===== src/hdl/oxy_pkg.sv =====
// oxy_pkg: shared types, constants and helpers for the oxygen sensor readout block
// used by the divider, the front end, the job queue, the back end and the top level
`timescale 1ns / 1ps

package oxy_pkg;

	localparam int SAMPLE_W  = 16;
	localparam int TIME_W    = 32;
	localparam int TENTHS_W  = 14;
	localparam int MVH_W     = 15;
	localparam int REF_W     = 16;
	localparam int ASUM_W    = 17;
	localparam int SUM_W     = 18;
	localparam int CNT_W     = 2;
	localparam int ACT_W     = 15;
	localparam int DEB_W     = 16;
	localparam int FLOOR_W   = 16;
	localparam int CFG_IDX_W = 2;
	localparam int CFG_DAT_W = 16;
	localparam int MENU_W    = 2;

	// divider operand widths, sized for a full window of three
	localparam int NUM_W = 26;
	localparam int DEN_W = 19;

	localparam int QUEUE_DEPTH = 2;

	localparam logic [TENTHS_W-1:0] TENTHS_MAX = 14'd9999;
	localparam logic [MVH_W-1:0]    MVH_MAX    = 15'd25600;

	// 2 * 209 for round-half-up of a * 20.9 / ref in tenths
	localparam int O2_SCALE   = 418;
	localparam int MV_SCALE   = 200;
	localparam int MV_BIAS_SH = 7;
	localparam int MV_DIV_SH  = 8;

	localparam logic [ACT_W-1:0]  ACT_PRESS    = 15'd17;
	localparam logic [ACT_W-1:0]  MENU_MIN_ACT = 15'd16;
	localparam logic [TIME_W-1:0] HOLD_MIN_MS  = 32'd2;
	localparam logic [TIME_W-1:0] MS_ONE_S     = 32'd1000;
	localparam logic [TIME_W-1:0] MS_TWO_S     = 32'd2000;
	localparam logic [TIME_W-1:0] MS_THREE_S   = 32'd3000;

	// floor(x / 3) as (x * 43691) >> 17, exact for x below 2^17
	localparam logic [ASUM_W-1:0] RECIP3    = 17'd43691;
	localparam int                RECIP3_SH = 17;

	localparam logic [MENU_W-1:0] MENU_NONE = 2'd0;
	localparam logic [MENU_W-1:0] MENU_CAL  = 2'd1;
	localparam logic [MENU_W-1:0] MENU_MODE = 2'd2;

	localparam logic [CFG_IDX_W-1:0] REG_START_CAL   = 2'd0;
	localparam logic [CFG_IDX_W-1:0] REG_DEBOUNCE    = 2'd1;
	localparam logic [CFG_IDX_W-1:0] REG_ALARM       = 2'd2;
	localparam logic [CFG_IDX_W-1:0] REG_ERROR_FLOOR = 2'd3;

	localparam logic [REF_W-1:0]    START_CAL_RST   = 16'd0;
	localparam logic [DEB_W-1:0]    DEBOUNCE_RST    = 16'd200;
	localparam logic [TENTHS_W-1:0] ALARM_RST       = 14'd400;
	localparam logic [FLOOR_W-1:0]  ERROR_FLOOR_RST = 16'd8;

	typedef struct packed {
		logic [DEB_W-1:0]   debounce;
		logic [FLOOR_W-1:0] err_floor;
		logic               cal_load;
		logic [REF_W-1:0]   cal_value;
	} front_cfg_t;

	typedef struct packed {
		logic [ASUM_W-1:0] asum;
		logic [CNT_W-1:0]  cnt;
		logic [REF_W-1:0]  ref_lvl;
		logic              err;
		logic              mode;
		logic [MENU_W-1:0] menu;
		logic              dot;
	} job_t;

	// floor(x / d) for a window count of one to three
	function automatic logic [ASUM_W-1:0] div_small(input logic [ASUM_W-1:0] x,
		input logic [CNT_W-1:0] d);
		logic [2*ASUM_W-1:0] prod;
		logic [ASUM_W-1:0]   res;
		prod = (2*ASUM_W)'(x) * (2*ASUM_W)'(RECIP3);
		case (d)
			2'd1:    res = x;
			2'd2:    res = x >> 1;
			2'd3:    res = prod[RECIP3_SH +: ASUM_W];
			default: res = '0;
		endcase
		return res;
	endfunction

endpackage


===== src/hdl/oxy_div.sv =====
// oxy_div: restoring divider, one quotient bit per cycle
// depends on oxy_pkg for operand widths
`timescale 1ns / 1ps

module oxy_div
	import oxy_pkg::*;
(
	input  logic             clk,
	input  logic             arst_n,
	input  logic             start,
	input  logic [NUM_W-1:0] num,
	input  logic [DEN_W-1:0] den,
	output logic             busy,
	output logic             done,
	output logic [NUM_W-1:0] quot
);

	localparam int STEP_W = $clog2(NUM_W);

	logic [DEN_W-1:0]  rem_q;
	logic [DEN_W-1:0]  den_q;
	logic [NUM_W-1:0]  quo_q;
	logic [STEP_W-1:0] step_q;
	logic              busy_q;
	logic              done_q;

	logic [DEN_W:0] rem_sh;
	logic [DEN_W:0] diff;
	logic           ge;

	always_comb begin
		rem_sh = {rem_q, quo_q[NUM_W-1]};
		diff   = rem_sh - {1'b0, den_q};
		ge     = (rem_sh >= {1'b0, den_q});
	end

	always_ff @(posedge clk or negedge arst_n) begin
		if (!arst_n) begin
			busy_q <= 1'b0;
			done_q <= 1'b0;
			step_q <= '0;
		end else begin
			done_q <= 1'b0;
			if (start) begin
				busy_q <= 1'b1;
				step_q <= STEP_W'(NUM_W - 1);
			end else if (busy_q) begin
				if (step_q == '0) begin
					busy_q <= 1'b0;
					done_q <= 1'b1;
				end else begin
					step_q <= step_q - 1'b1;
				end
			end
		end
	end

	// numerator shifts out at the top while quotient bits shift in below
	always_ff @(posedge clk) begin
		if (start) begin
			rem_q <= '0;
			den_q <= den;
			quo_q <= num;
		end else if (busy_q) begin
			rem_q <= ge ? diff[DEN_W-1:0] : rem_sh[DEN_W-1:0];
			quo_q <= {quo_q[NUM_W-2:0], ge};
		end
	end

	assign busy = busy_q;
	assign done = done_q;
	assign quot = quo_q;

endmodule


===== src/hdl/oxy_fifo.sv =====
// oxy_fifo: short job queue between the front end and the back end
// depends on oxy_pkg for job_t and the queue depth
`timescale 1ns / 1ps

module oxy_fifo
	import oxy_pkg::*;
(
	input  logic clk,
	input  logic arst_n,
	input  logic push,
	input  job_t push_job,
	output logic full,
	input  logic pop,
	output job_t pop_job,
	output logic empty
);

	localparam int PTR_W = (QUEUE_DEPTH > 1) ? $clog2(QUEUE_DEPTH) : 1;
	localparam int CNT_QW = $clog2(QUEUE_DEPTH + 1);

	job_t              mem_q [QUEUE_DEPTH];
	logic [PTR_W-1:0]  wr_q;
	logic [PTR_W-1:0]  rd_q;
	logic [CNT_QW-1:0] count_q;

	assign full    = (count_q == CNT_QW'(QUEUE_DEPTH));
	assign empty   = (count_q == '0);
	assign pop_job = mem_q[rd_q];

	always_ff @(posedge clk or negedge arst_n) begin
		if (!arst_n) begin
			wr_q    <= '0;
			rd_q    <= '0;
			count_q <= '0;
		end else begin
			if (push) begin
				wr_q <= (wr_q == PTR_W'(QUEUE_DEPTH - 1)) ? '0 : wr_q + 1'b1;
			end
			if (pop) begin
				rd_q <= (rd_q == PTR_W'(QUEUE_DEPTH - 1)) ? '0 : rd_q + 1'b1;
			end
			if (push && !pop) begin
				count_q <= count_q + 1'b1;
			end else if (pop && !push) begin
				count_q <= count_q - 1'b1;
			end
		end
	end

	always_ff @(posedge clk) begin
		if (push) begin
			mem_q[wr_q] <= push_job;
		end
	end

	a_no_push_full: assert property (@(posedge clk) disable iff (!arst_n)
		push |-> (!full || pop))
		else $error("job queue overflow");

	a_no_pop_empty: assert property (@(posedge clk) disable iff (!arst_n)
		pop |-> !empty)
		else $error("job queue underflow");

endmodule


===== src/hdl/oxy_front.sv =====
// oxy_front: takes sensor items, runs the button menu and the sample window,
// and hands one job per reported item to the queue; depends on oxy_pkg
`timescale 1ns / 1ps

module oxy_front
	import oxy_pkg::*;
#(
	parameter int WINDOW_LEN = 3
) (
	input  logic                       clk,
	input  logic                       arst_n,
	input  logic                       in_valid,
	output logic                       in_stall,
	input  logic signed [SAMPLE_W-1:0] sample,
	input  logic                       button_pressed,
	input  logic [TIME_W-1:0]          now_ms,
	input  front_cfg_t                 cfg,
	output logic                       job_push,
	output job_t                       job,
	input  logic                       job_full
);

	localparam int SLOT_W = (WINDOW_LEN > 1) ? $clog2(WINDOW_LEN) : 1;

	logic [SAMPLE_W-1:0] win_q [WINDOW_LEN];
	logic [SLOT_W-1:0]   slot_q;
	logic [CNT_W-1:0]    fill_q;
	logic [TIME_W-1:0]   press_q;
	logic                prior_q;
	logic [ACT_W-1:0]    act_q;
	logic                mode_q;
	logic [REF_W-1:0]    ref_q;
	logic                hold_q;

	logic              pend_s1, pend_s2;
	logic              calib_s1, sec1_s1, sec2_s1;
	logic              calib_s2, sec1_s2, sec2_s2;
	logic [ASUM_W-1:0] asum_s2;

	logic              accept;
	logic              hold_skip;
	logic              prior_eff;
	logic [ACT_W-1:0]  act_eff;
	logic [TIME_W-1:0] since;
	logic [TIME_W-1:0] held;
	logic              press_edge;
	logic              release_ev;
	logic              is0, is1, is2;

	logic [SUM_W-1:0]  sum_w;
	logic [ASUM_W-1:0] abs_w;

	logic [ASUM_W-1:0]    cal_avg;
	logic [REF_W-1:0]     ref_now;
	logic [ACT_W-1:0]     act_now;
	logic [ASUM_W+1:0]    err_lhs;
	logic [FLOOR_W+1:0]   err_rhs;
	logic                 err_now;
	logic [MENU_W-1:0]    menu_now;

	assign in_stall = pend_s1 | pend_s2;
	assign accept   = in_valid & ~in_stall;

	// button decode for the item at the port
	always_comb begin
		hold_skip  = hold_q & ~button_pressed;
		prior_eff  = hold_q ? 1'b0 : prior_q;
		act_eff    = hold_q ? '0 : act_q;
		since      = now_ms - press_q;
		press_edge = button_pressed & ~prior_eff & (since > TIME_W'(cfg.debounce));
		held       = press_edge ? '0 : since;
		release_ev = (held > HOLD_MIN_MS) & ~button_pressed & prior_eff;
		is0        = (held < MS_ONE_S);
		is1        = (held >= MS_ONE_S) & (held < MS_TWO_S);
		is2        = (held >= MS_TWO_S) & (held < MS_THREE_S);
	end

	always_ff @(posedge clk or negedge arst_n) begin
		if (!arst_n) begin
			slot_q  <= '0;
			fill_q  <= '0;
			press_q <= '0;
			prior_q <= 1'b0;
			act_q   <= '0;
			mode_q  <= 1'b0;
			ref_q   <= START_CAL_RST;
			hold_q  <= 1'b0;
			pend_s1 <= 1'b0;
			pend_s2 <= 1'b0;
			for (int i = 0; i < WINDOW_LEN; i++) begin
				win_q[i] <= '0;
			end
		end else begin
			if (cfg.cal_load) begin
				ref_q <= cfg.cal_value;
			end
			if (accept && !hold_skip) begin
				if (release_ev && is0) begin
					// short press: freeze the display
					hold_q  <= 1'b1;
					act_q   <= '0;
					prior_q <= 1'b0;
				end else begin
					hold_q        <= 1'b0;
					prior_q       <= button_pressed;
					act_q         <= press_edge ? ACT_PRESS : act_eff;
					win_q[slot_q] <= sample;
					slot_q        <= (slot_q == SLOT_W'(WINDOW_LEN - 1)) ? '0 : slot_q + 1'b1;
					if (fill_q < CNT_W'(WINDOW_LEN)) begin
						fill_q <= fill_q + 1'b1;
					end
					if (press_edge) begin
						press_q <= now_ms;
					end
					if (release_ev && is2) begin
						mode_q <= ~mode_q;
					end
					pend_s1 <= 1'b1;
				end
			end
			if (pend_s1) begin
				pend_s1 <= 1'b0;
				pend_s2 <= 1'b1;
			end
			if (pend_s2 && !job_full) begin
				pend_s2 <= 1'b0;
				act_q   <= act_now + 1'b1;
				if (calib_s2) begin
					ref_q <= ref_now;
				end
			end
		end
	end

	always_ff @(posedge clk) begin
		if (accept) begin
			calib_s1 <= release_ev & is1;
			sec1_s1  <= is1;
			sec2_s1  <= is2;
		end
		if (pend_s1) begin
			calib_s2 <= calib_s1;
			sec1_s2  <= sec1_s1;
			sec2_s2  <= sec2_s1;
			asum_s2  <= abs_w;
		end
	end

	// window total over the updated entries; unfilled entries still hold zero
	always_comb begin
		sum_w = '0;
		for (int i = 0; i < WINDOW_LEN; i++) begin
			sum_w = sum_w + {{(SUM_W-SAMPLE_W){win_q[i][SAMPLE_W-1]}}, win_q[i]};
		end
		abs_w = sum_w[SUM_W-1] ? ASUM_W'(~sum_w + 1'b1) : sum_w[ASUM_W-1:0];
	end

	always_comb begin
		cal_avg  = div_small(asum_s2, fill_q);
		ref_now  = calib_s2 ? cal_avg[REF_W-1:0] : ref_q;
		act_now  = calib_s2 ? '0 : act_q;
		err_lhs  = (ASUM_W+2)'(asum_s2) * (ASUM_W+2)'(WINDOW_LEN);
		err_rhs  = (FLOOR_W+2)'(cfg.err_floor) * (FLOOR_W+2)'(fill_q);
		err_now  = (err_lhs < (ASUM_W+2)'(err_rhs));
		menu_now = MENU_NONE;
		if (act_now > MENU_MIN_ACT) begin
			if (sec1_s2) begin
				menu_now = MENU_CAL;
			end else if (sec2_s2) begin
				menu_now = MENU_MODE;
			end
		end
		job.asum    = asum_s2;
		job.cnt     = fill_q;
		job.ref_lvl = ref_now;
		job.err     = err_now;
		job.mode    = mode_q;
		// an error shows alone on the display
		job.menu    = err_now ? MENU_NONE : menu_now;
		job.dot     = err_now ? 1'b0 : (act_now[1:0] != 2'b00);
	end

	assign job_push = pend_s2 & ~job_full;

	a_fill_bound: assert property (@(posedge clk) disable iff (!arst_n)
		fill_q <= CNT_W'(WINDOW_LEN))
		else $error("window fill count beyond window length");

	a_hold_idle: assert property (@(posedge clk) disable iff (!arst_n)
		hold_q |-> (!pend_s1 && !pend_s2))
		else $error("item in flight while display is frozen");

endmodule


===== src/hdl/oxy_back.sv =====
// oxy_back: turns queued jobs into readings, with the iterative divider for
// the oxygen ratio and the output register; depends on oxy_pkg and oxy_div
`timescale 1ns / 1ps

module oxy_back
	import oxy_pkg::*;
(
	input  logic                clk,
	input  logic                arst_n,
	input  logic                job_empty,
	input  job_t                job,
	output logic                job_pop,
	input  logic [TENTHS_W-1:0] alarm_level,
	output logic                out_valid,
	input  logic                out_stall,
	output logic [TENTHS_W-1:0] oxygen_tenths,
	output logic [MVH_W-1:0]    millivolt_hundredths,
	output logic                sensor_error,
	output logic                alarm,
	output logic                advanced_mode,
	output logic [MENU_W-1:0]   menu_hint,
	output logic                activity_dot,
	output logic [REF_W-1:0]    calibration_value
);

	localparam logic [1:0] ST_IDLE = 2'd0;
	localparam logic [1:0] ST_PREP = 2'd1;
	localparam logic [1:0] ST_DIV  = 2'd2;
	localparam logic [1:0] ST_OUT  = 2'd3;

	logic [1:0]          state_q;
	job_t                job_q;
	logic [MVH_W-1:0]    mvh_q;
	logic [TENTHS_W-1:0] tenths_q;

	logic                out_valid_q;
	logic [TENTHS_W-1:0] tenths_out_q;
	logic [MVH_W-1:0]    mvh_out_q;
	logic                err_out_q, alarm_out_q, mode_out_q, dot_out_q;
	logic [MENU_W-1:0]   menu_out_q;
	logic [REF_W-1:0]    ref_out_q;

	logic [DEN_W-2:0]  dprod;
	logic [NUM_W-1:0]  o2_num;
	logic [DEN_W-1:0]  o2_den;
	logic [24:0]       mv_num;
	logic [ASUM_W-1:0] mv_base;
	logic [ASUM_W-1:0] mv_q17;
	logic              div_start, div_busy, div_done;
	logic [NUM_W-1:0]  div_quot;
	logic              out_free;

	always_comb begin
		dprod   = (DEN_W-1)'(job_q.ref_lvl) * (DEN_W-1)'(job_q.cnt);
		o2_num  = NUM_W'(job_q.asum) * NUM_W'(O2_SCALE) + NUM_W'(dprod);
		o2_den  = {dprod, 1'b0};
		mv_num  = 25'(job_q.asum) * 25'(MV_SCALE) + (25'(job_q.cnt) << MV_BIAS_SH);
		mv_base = ASUM_W'(mv_num >> MV_DIV_SH);
		mv_q17  = div_small(mv_base, job_q.cnt);
	end

	assign div_start = (state_q == ST_PREP);
	assign job_pop   = (state_q == ST_IDLE) & ~job_empty;
	assign out_free  = ~out_valid_q | ~out_stall;

	oxy_div u_div (
		.clk    (clk),
		.arst_n (arst_n),
		.start  (div_start),
		.num    (o2_num),
		.den    (o2_den),
		.busy   (div_busy),
		.done   (div_done),
		.quot   (div_quot)
	);

	always_ff @(posedge clk or negedge arst_n) begin
		if (!arst_n) begin
			state_q     <= ST_IDLE;
			out_valid_q <= 1'b0;
		end else begin
			if (state_q == ST_OUT && out_free) begin
				out_valid_q <= 1'b1;
			end else if (out_valid_q && !out_stall) begin
				out_valid_q <= 1'b0;
			end
			unique case (state_q)
				ST_IDLE: begin
					if (!job_empty) begin
						state_q <= ST_PREP;
					end
				end
				ST_PREP: state_q <= ST_DIV;
				ST_DIV: begin
					if (div_done) begin
						state_q <= ST_OUT;
					end
				end
				ST_OUT: begin
					if (out_free) begin
						state_q <= ST_IDLE;
					end
				end
				default: state_q <= ST_IDLE;
			endcase
		end
	end

	always_ff @(posedge clk) begin
		if (job_pop) begin
			job_q <= job;
		end
		if (state_q == ST_PREP) begin
			mvh_q <= (mv_q17 > ASUM_W'(MVH_MAX)) ? MVH_MAX : mv_q17[MVH_W-1:0];
		end
		if (state_q == ST_DIV && div_done) begin
			if (job_q.ref_lvl == '0 || div_quot > NUM_W'(TENTHS_MAX)) begin
				tenths_q <= TENTHS_MAX;
			end else begin
				tenths_q <= div_quot[TENTHS_W-1:0];
			end
		end
		if (state_q == ST_OUT && out_free) begin
			tenths_out_q <= tenths_q;
			mvh_out_q    <= mvh_q;
			err_out_q    <= job_q.err;
			alarm_out_q  <= (tenths_q > alarm_level);
			mode_out_q   <= job_q.mode;
			menu_out_q   <= job_q.menu;
			dot_out_q    <= job_q.dot;
			ref_out_q    <= job_q.ref_lvl;
		end
	end

	assign out_valid            = out_valid_q;
	assign oxygen_tenths        = tenths_out_q;
	assign millivolt_hundredths = mvh_out_q;
	assign sensor_error         = err_out_q;
	assign alarm                = alarm_out_q;
	assign advanced_mode        = mode_out_q;
	assign menu_hint            = menu_out_q;
	assign activity_dot         = dot_out_q;
	assign calibration_value    = ref_out_q;

	a_div_tracks: assert property (@(posedge clk) disable iff (!arst_n)
		(state_q == ST_DIV) |-> (div_busy || div_done))
		else $error("waiting on a divider that is not running");

	a_out_range: assert property (@(posedge clk) disable iff (!arst_n)
		out_valid_q |-> (tenths_out_q <= TENTHS_MAX && mvh_out_q <= MVH_MAX))
		else $error("reading outside saturation limits");

endmodule


===== src/hdl/oxygen_sensor_readout_with_button_menu_top.sv =====
// oxygen_sensor_readout_with_button_menu_top: configuration registers and
// the front end, job queue and back end; depends on oxy_pkg and all oxy_ modules
//
// Usage
//   Input channel (in_valid / in_stall) carries one sensor item: sample,
//   button_pressed and now_ms. A transfer happens when in_valid is high and
//   in_stall is low. Each item gives one reading or, in hold or on a short
//   press, none.
//   Output channel (out_valid / out_stall) carries one reading per transfer;
//   the reading stays on the port while out_stall is high.
//   Configuration (cfg_valid / cfg_ready) is always ready; index 0 loads the
//   calibration reference, 1 the debounce time, 2 the alarm level and 3 the
//   error floor. Write it only while no item is in flight.
// Timing
//   The front end takes an item through stage s1 for the window sum and
//   stage s2 for calibration and the push to the queue, so in_stall stays
//   high after each transfer that yields a reading until the job is pushed;
//   a full queue holds it there. The back end works on one reading at a
//   time, through the 26-step oxygen ratio divider; a two-entry queue lets
//   the front end run ahead while the receiver stalls.
// Reset
//   arst_n clears the window, button state and queue; the reference is zero
//   and the registers take their default values.
`timescale 1ns / 1ps

module oxygen_sensor_readout_with_button_menu_top
	import oxy_pkg::*;
#(
	parameter int WINDOW_LEN = 3
) (
	input  logic                       clk,
	input  logic                       arst_n,
	input  logic                       in_valid,
	output logic                       in_stall,
	input  logic signed [SAMPLE_W-1:0] sample,
	input  logic                       button_pressed,
	input  logic [TIME_W-1:0]          now_ms,
	output logic                       out_valid,
	input  logic                       out_stall,
	output logic [TENTHS_W-1:0]        oxygen_tenths,
	output logic [MVH_W-1:0]           millivolt_hundredths,
	output logic                       sensor_error,
	output logic                       alarm,
	output logic                       advanced_mode,
	output logic [MENU_W-1:0]          menu_hint,
	output logic                       activity_dot,
	output logic [REF_W-1:0]           calibration_value,
	input  logic                       cfg_valid,
	output logic                       cfg_ready,
	input  logic [CFG_IDX_W-1:0]       cfg_index,
	input  logic [CFG_DAT_W-1:0]       cfg_data
);

	logic [DEB_W-1:0]    debounce_q;
	logic [TENTHS_W-1:0] alarm_q;
	logic [FLOOR_W-1:0]  floor_q;

	logic       cfg_wr;
	front_cfg_t fcfg;
	logic       job_push, job_full, job_pop, job_empty;
	job_t       push_job, pop_job;

	assign cfg_ready = 1'b1;
	assign cfg_wr    = cfg_valid & cfg_ready;

	always_ff @(posedge clk or negedge arst_n) begin
		if (!arst_n) begin
			debounce_q <= DEBOUNCE_RST;
			alarm_q    <= ALARM_RST;
			floor_q    <= ERROR_FLOOR_RST;
		end else if (cfg_wr) begin
			unique case (cfg_index)
				REG_START_CAL:   ;
				REG_DEBOUNCE:    debounce_q <= cfg_data[DEB_W-1:0];
				REG_ALARM:       alarm_q    <= cfg_data[TENTHS_W-1:0];
				REG_ERROR_FLOOR: floor_q    <= cfg_data[FLOOR_W-1:0];
				default:         ;
			endcase
		end
	end

	// the reference itself lives in the front end
	always_comb begin
		fcfg.debounce  = debounce_q;
		fcfg.err_floor = floor_q;
		fcfg.cal_load  = cfg_wr & (cfg_index == REG_START_CAL);
		fcfg.cal_value = cfg_data[REF_W-1:0];
	end

	oxy_front #(
		.WINDOW_LEN (WINDOW_LEN)
	) u_front (
		.clk            (clk),
		.arst_n         (arst_n),
		.in_valid       (in_valid),
		.in_stall       (in_stall),
		.sample         (sample),
		.button_pressed (button_pressed),
		.now_ms         (now_ms),
		.cfg            (fcfg),
		.job_push       (job_push),
		.job            (push_job),
		.job_full       (job_full)
	);

	oxy_fifo u_fifo (
		.clk      (clk),
		.arst_n   (arst_n),
		.push     (job_push),
		.push_job (push_job),
		.full     (job_full),
		.pop      (job_pop),
		.pop_job  (pop_job),
		.empty    (job_empty)
	);

	oxy_back u_back (
		.clk                  (clk),
		.arst_n               (arst_n),
		.job_empty            (job_empty),
		.job                  (pop_job),
		.job_pop              (job_pop),
		.alarm_level          (alarm_q),
		.out_valid            (out_valid),
		.out_stall            (out_stall),
		.oxygen_tenths        (oxygen_tenths),
		.millivolt_hundredths (millivolt_hundredths),
		.sensor_error         (sensor_error),
		.alarm                (alarm),
		.advanced_mode        (advanced_mode),
		.menu_hint            (menu_hint),
		.activity_dot         (activity_dot),
		.calibration_value    (calibration_value)
	);

endmodule

===== config.mk =====
export PLATFORM = sky130hd
export DESIGN_NAME = oxygen_sensor_readout_with_button_menu_top
export DESIGN_NICKNAME = d
export VERILOG_FILES = /design/src/hdl/oxy_pkg.sv /design/src/hdl/oxy_div.sv /design/src/hdl/oxy_fifo.sv /design/src/hdl/oxy_front.sv /design/src/hdl/oxy_back.sv /design/src/hdl/oxygen_sensor_readout_with_button_menu_top.sv
export SDC_FILE = /design/constraint.sdc
export NUM_CORES = 2
export LEC_CHECK = 0
export BUFFER_PORTS_ARGS = -buffer_cell sky130_fd_sc_hd__buf_2
export CAP_MARGIN = 20
export CORE_MARGIN = 2
export CORE_UTILIZATION = 60
export DETAILED_ROUTE_END_ITERATION = 10
export PLACE_DENSITY = 0.77
export SETUP_SLACK_MARGIN = 0.3
export SYNTH_ARGS = -nofsm -noshare
export SYNTH_HDL_FRONTEND = slang
export SYNTH_HIERARCHICAL = 1
export SYNTH_SLANG_ARGS = --single-unit

===== constraint.sdc =====
create_clock -name clk -period 14.8 [get_ports clk]
set_input_delay 2.96 -clock clk [delete_from_list [all_inputs] [get_ports clk]]
set_output_delay 2.96 -clock clk [all_outputs]
set_load 0.005 [all_outputs]

==> impl_summary.log <==
[metrics] # clock sinks: 467
[metrics] via count of the first global-routing pass: between 20,000 and 30,000
[metrics] maximum number of pins on one net before global-route repair: 110
[metrics] core area: 0.06859 mm2
[metrics] average wire length per cell after detail routing: 18.91 um
[metrics] maximum fanout count along the critical path: 9
[metrics] most frequent cell after synthesis: ha_1
[metrics] area share of the largest cell type after synthesis: 0.1935
[metrics] wire length on met3: 5.150 mm
[metrics] Post-layout nets: around 4,900
[metrics] share of the clock period used by the worst path: 0.7883
[metrics] synthesized instance count: 3,964
[metrics] max_cap viols: 0
[metrics] Critical Path Slowest Stage Cell: xor2_1
[metrics] port buffer count: 124
[metrics] most used standard cells in the synthesized netlist: 553 x ha_1, 532 x inv_1, 268 x edfxtp_1, 236 x fa_1, 201 x nand2_1
[metrics] top cell type by total area after synthesis: edfxtp_1
[metrics] number of synthesized register bits: 467
[metrics] Synth Cell Area: 0.04159 mm2
[metrics] hold violation count in the final report: 0
[metrics] critical path startpoint category: flop
[metrics] number of cell rows: 96
[metrics] filler cell count in the final layout: 5,321
[metrics] mean instance size in the synthesized netlist: 10.49 um2
[metrics] number of buffers added to fix hold violations after cts: 0
[metrics] final WL: 95.21 mm
[metrics] count of nets left with antenna violations after detail routing: 0
[metrics] DR DRC count: 0
[metrics] number of nets produced by synthesis: 4,825
[metrics] clock edge transition at the registers on the reported setup and hold paths: 60 ps
[metrics] wire length on met2: around 45 mm
[metrics] largest clock skew in the final design: 25.02 ps
[metrics] deepest clock path buffer count: 3
[metrics] fraction of final layout cells with drive strength greater than 1: 0.1163
[metrics] die footprint: roughly 0.07 mm2
[metrics] Critical Path Most Common Cell: inv_1
[metrics] Detailed Route Iter0 Violations: 2,212
[metrics] peak per-stage delay on the critical path: 830 ps
[metrics] sum of negative setup slack: 0 ps
[metrics] top_reg_cell synth: edfxtp_1
[metrics] growth of design area from synthesis to finish: 7.223%
[metrics] endpoint arrival time on the critical path: 12,100 ps
[metrics] Initial Utilization: 0.6064
[metrics] antenna cell count: 0
[metrics] worst rel slew slack: 0.2784
[metrics] unrepaired setup endpoints after global routing: no
[metrics] startpoint-to-endpoint class of the critical path: reg -> reg
[metrics] number of flops mapped to enable cells by yosys: roughly 270
[metrics] TritonCTS clock tree: built
[metrics] max-slew violation count: 0
[metrics] ranking of synthesized cells by area: edfxtp_1 19%, ha_1 17%, fa_1 11%
[metrics] clock buffers created by TritonCTS: 48
[metrics] count of pins on the block boundary: roughly 130
[metrics] final period demand of the worst path: 11,670 ps
[metrics] Peak Freq: 85.72 MHz
[metrics] path type of the worst min-delay path: reg -> reg
[metrics] portion of the post-synthesis area used by sequential elements: 0.3112
[metrics] number of buffers inserted to repair setup after CTS: 0
[metrics] Yosys warning total: 6
[metrics] post-synth cell types: 123
[metrics] clock network latency to the later pin of the worst-skew pair: 600 ps
[metrics] wire length of the first global-routing pass: 154.2 mm
[metrics] post-cts repair resize count: 0
[metrics] initial antenna violation count: 1
[metrics] M1 WL: 42.78 mm
[metrics] final HPWL from detailed placement: 73.51 mm
[metrics] transition time at the pin with the least slew margin: 1082 ps
[metrics] grt total ovfl: 0
[metrics] number of H-tree branching levels: 2
[metrics] via total after detailed routing: slightly below 30,000
[metrics] die outline height: roughly 270 um
[metrics] final setup vio count: 0
[metrics] FFs w/ async S/R, synth: 0.3854
[metrics] x dimension of the die: 267.3 um
[metrics] status: finished clean
[metrics] category of the worst setup path capture point: flop
[metrics] routed via count divided by cell count: between 5 and 6
[metrics] Top Metal Used: met4
[metrics] data required time of the critical path: 15,230 ps
[metrics] cell at the root of the clock tree: clkbuf_16
[metrics] final weighted congestion in routability-driven placement: between 0.9 and 1
[metrics] global-route total usage across every layer: 0.2695
[metrics] first-pass detailed-route iteration total: 6
## state kept, by name, summed over array words and instances (netlist names), 17 cells and up
register / cells
u_back/job_q: 40
u_fifo/mem_q: 80
u_front/win_q: 48
u_front/asum_s2: 17
u_back/u_div/den_q: 19
u_back/u_div/rem_q: 19
u_front/press_q: 32
u_back/u_div/quot: 26
## metrics by stage
step	cells	setup WS (ps)	instance area, um2	hold WS (ps)	utilization
final	5034	3133	44590	418.1	0.6502
after global routing	5034	2522	44590	427.4	0.6502
after CTS	5032	3252	44570	419.9	0.6499
after detailed placement	4943	3296	43060	404.5	0.6279
after global placement	4943	3418	43060	402.2	0.6279
after floorplan	3964	4305	41590	400.3	-
## worst paths after layout
| kind | endpoint | depth (start not counted) | startpoint | slack [ps] |
|---|---|---|---|---|
| max | u_back/mvh_q[11] | 38 | u_back/job_q[26] | 3130 |
| min in group asynchronous | u_back/u_div/step_q[2] | 1 | arst_n | 2420 |
| max reg2reg | u_back/mvh_q[11] | 38 | u_back/job_q[26] | 3130 |
| min | u_back/millivolt_hundredths[9] | 0 | u_back/mvh_q[9] | 420 |
| max in group asynchronous | u_front/win_q[28] | 2 | arst_n | 10780 |
| min reg2reg | u_back/millivolt_hundredths[9] | 0 | u_back/mvh_q[9] | 420 |
## critical path, delay by kind of cell (launching register included)
kind            cells  cell delay (ps)
fa+ha+maj          10             4330
compound gates     10             2620
simple gates        8             2460
xor+xnor            1              830
buf+inv             8              530
flops               1              470
mux                 1              230
## per-layer routing
metal  vias up  track usage
met4         0      0.07653
met1     14516       0.3784
met3       152      0.03099
li1      14249            -
met2       804       0.4420
met5         -            0
## kinds of logic (layout without fill, tap and decap cells)
| kind of cell | Yosys count | in the layout | synth area share |
|---|---|---|---|
| xor+xnor | 204 | 204 | 0.04389 |
| simple gates | 869 | 869 | 0.1104 |
| other cells | 2 | 2 | 0.0001806 |
| flops | 467 | 467 | 0.3112 |
| buf+inv | 630 | 769 | 0.06092 |
| mux | 215 | 215 | 0.06333 |
| compound gates | 788 | 788 | 0.1301 |
| fa+ha+maj | 789 | 789 | 0.2800 |
## layout by cell type, fill, tap and decap left out, drive strengths merged, types with 11 or more instances in the layout
cell type and instances:
a211o 12, a211oi 53, a21o 96, a21oi 199, a222oi 12, a31oi 24
and2 91, and3 33, buf 146, clkbuf 59, clkinv 21, dfrtp 173
dfxtp 19, edfxtp 268, fa 236, ha 553, inv 540, mux2 178
mux2i 37, nand2 202, nand2b 40, nand3 78, nand4 26, nor2 161
nor2b 34, nor3 59, nor3b 14, nor4 21, o211ai 18, o21a 40
o21ai 145, o21bai 27, o221ai 14, o22ai 11, o31ai 16, or2 21
or3 35, or4 13, xnor2 132, xor2 70
## final cells by class
cell class	instances	area, um2	area share
clock buffer	58	1270	0.02848
clock inverter	31	239.0	0.005359
inverter	533	2001	0.04486
multi-input combinational	2867	26170	0.5868
sequential	467	12940	0.2902
tap	931	1165	0.02612
timing repair buffer	147	809.5	0.01815
Power is left out: the tool's default activity adds up to more than one toggle a clock period on the data nets, which glitch-free logic cannot reach.
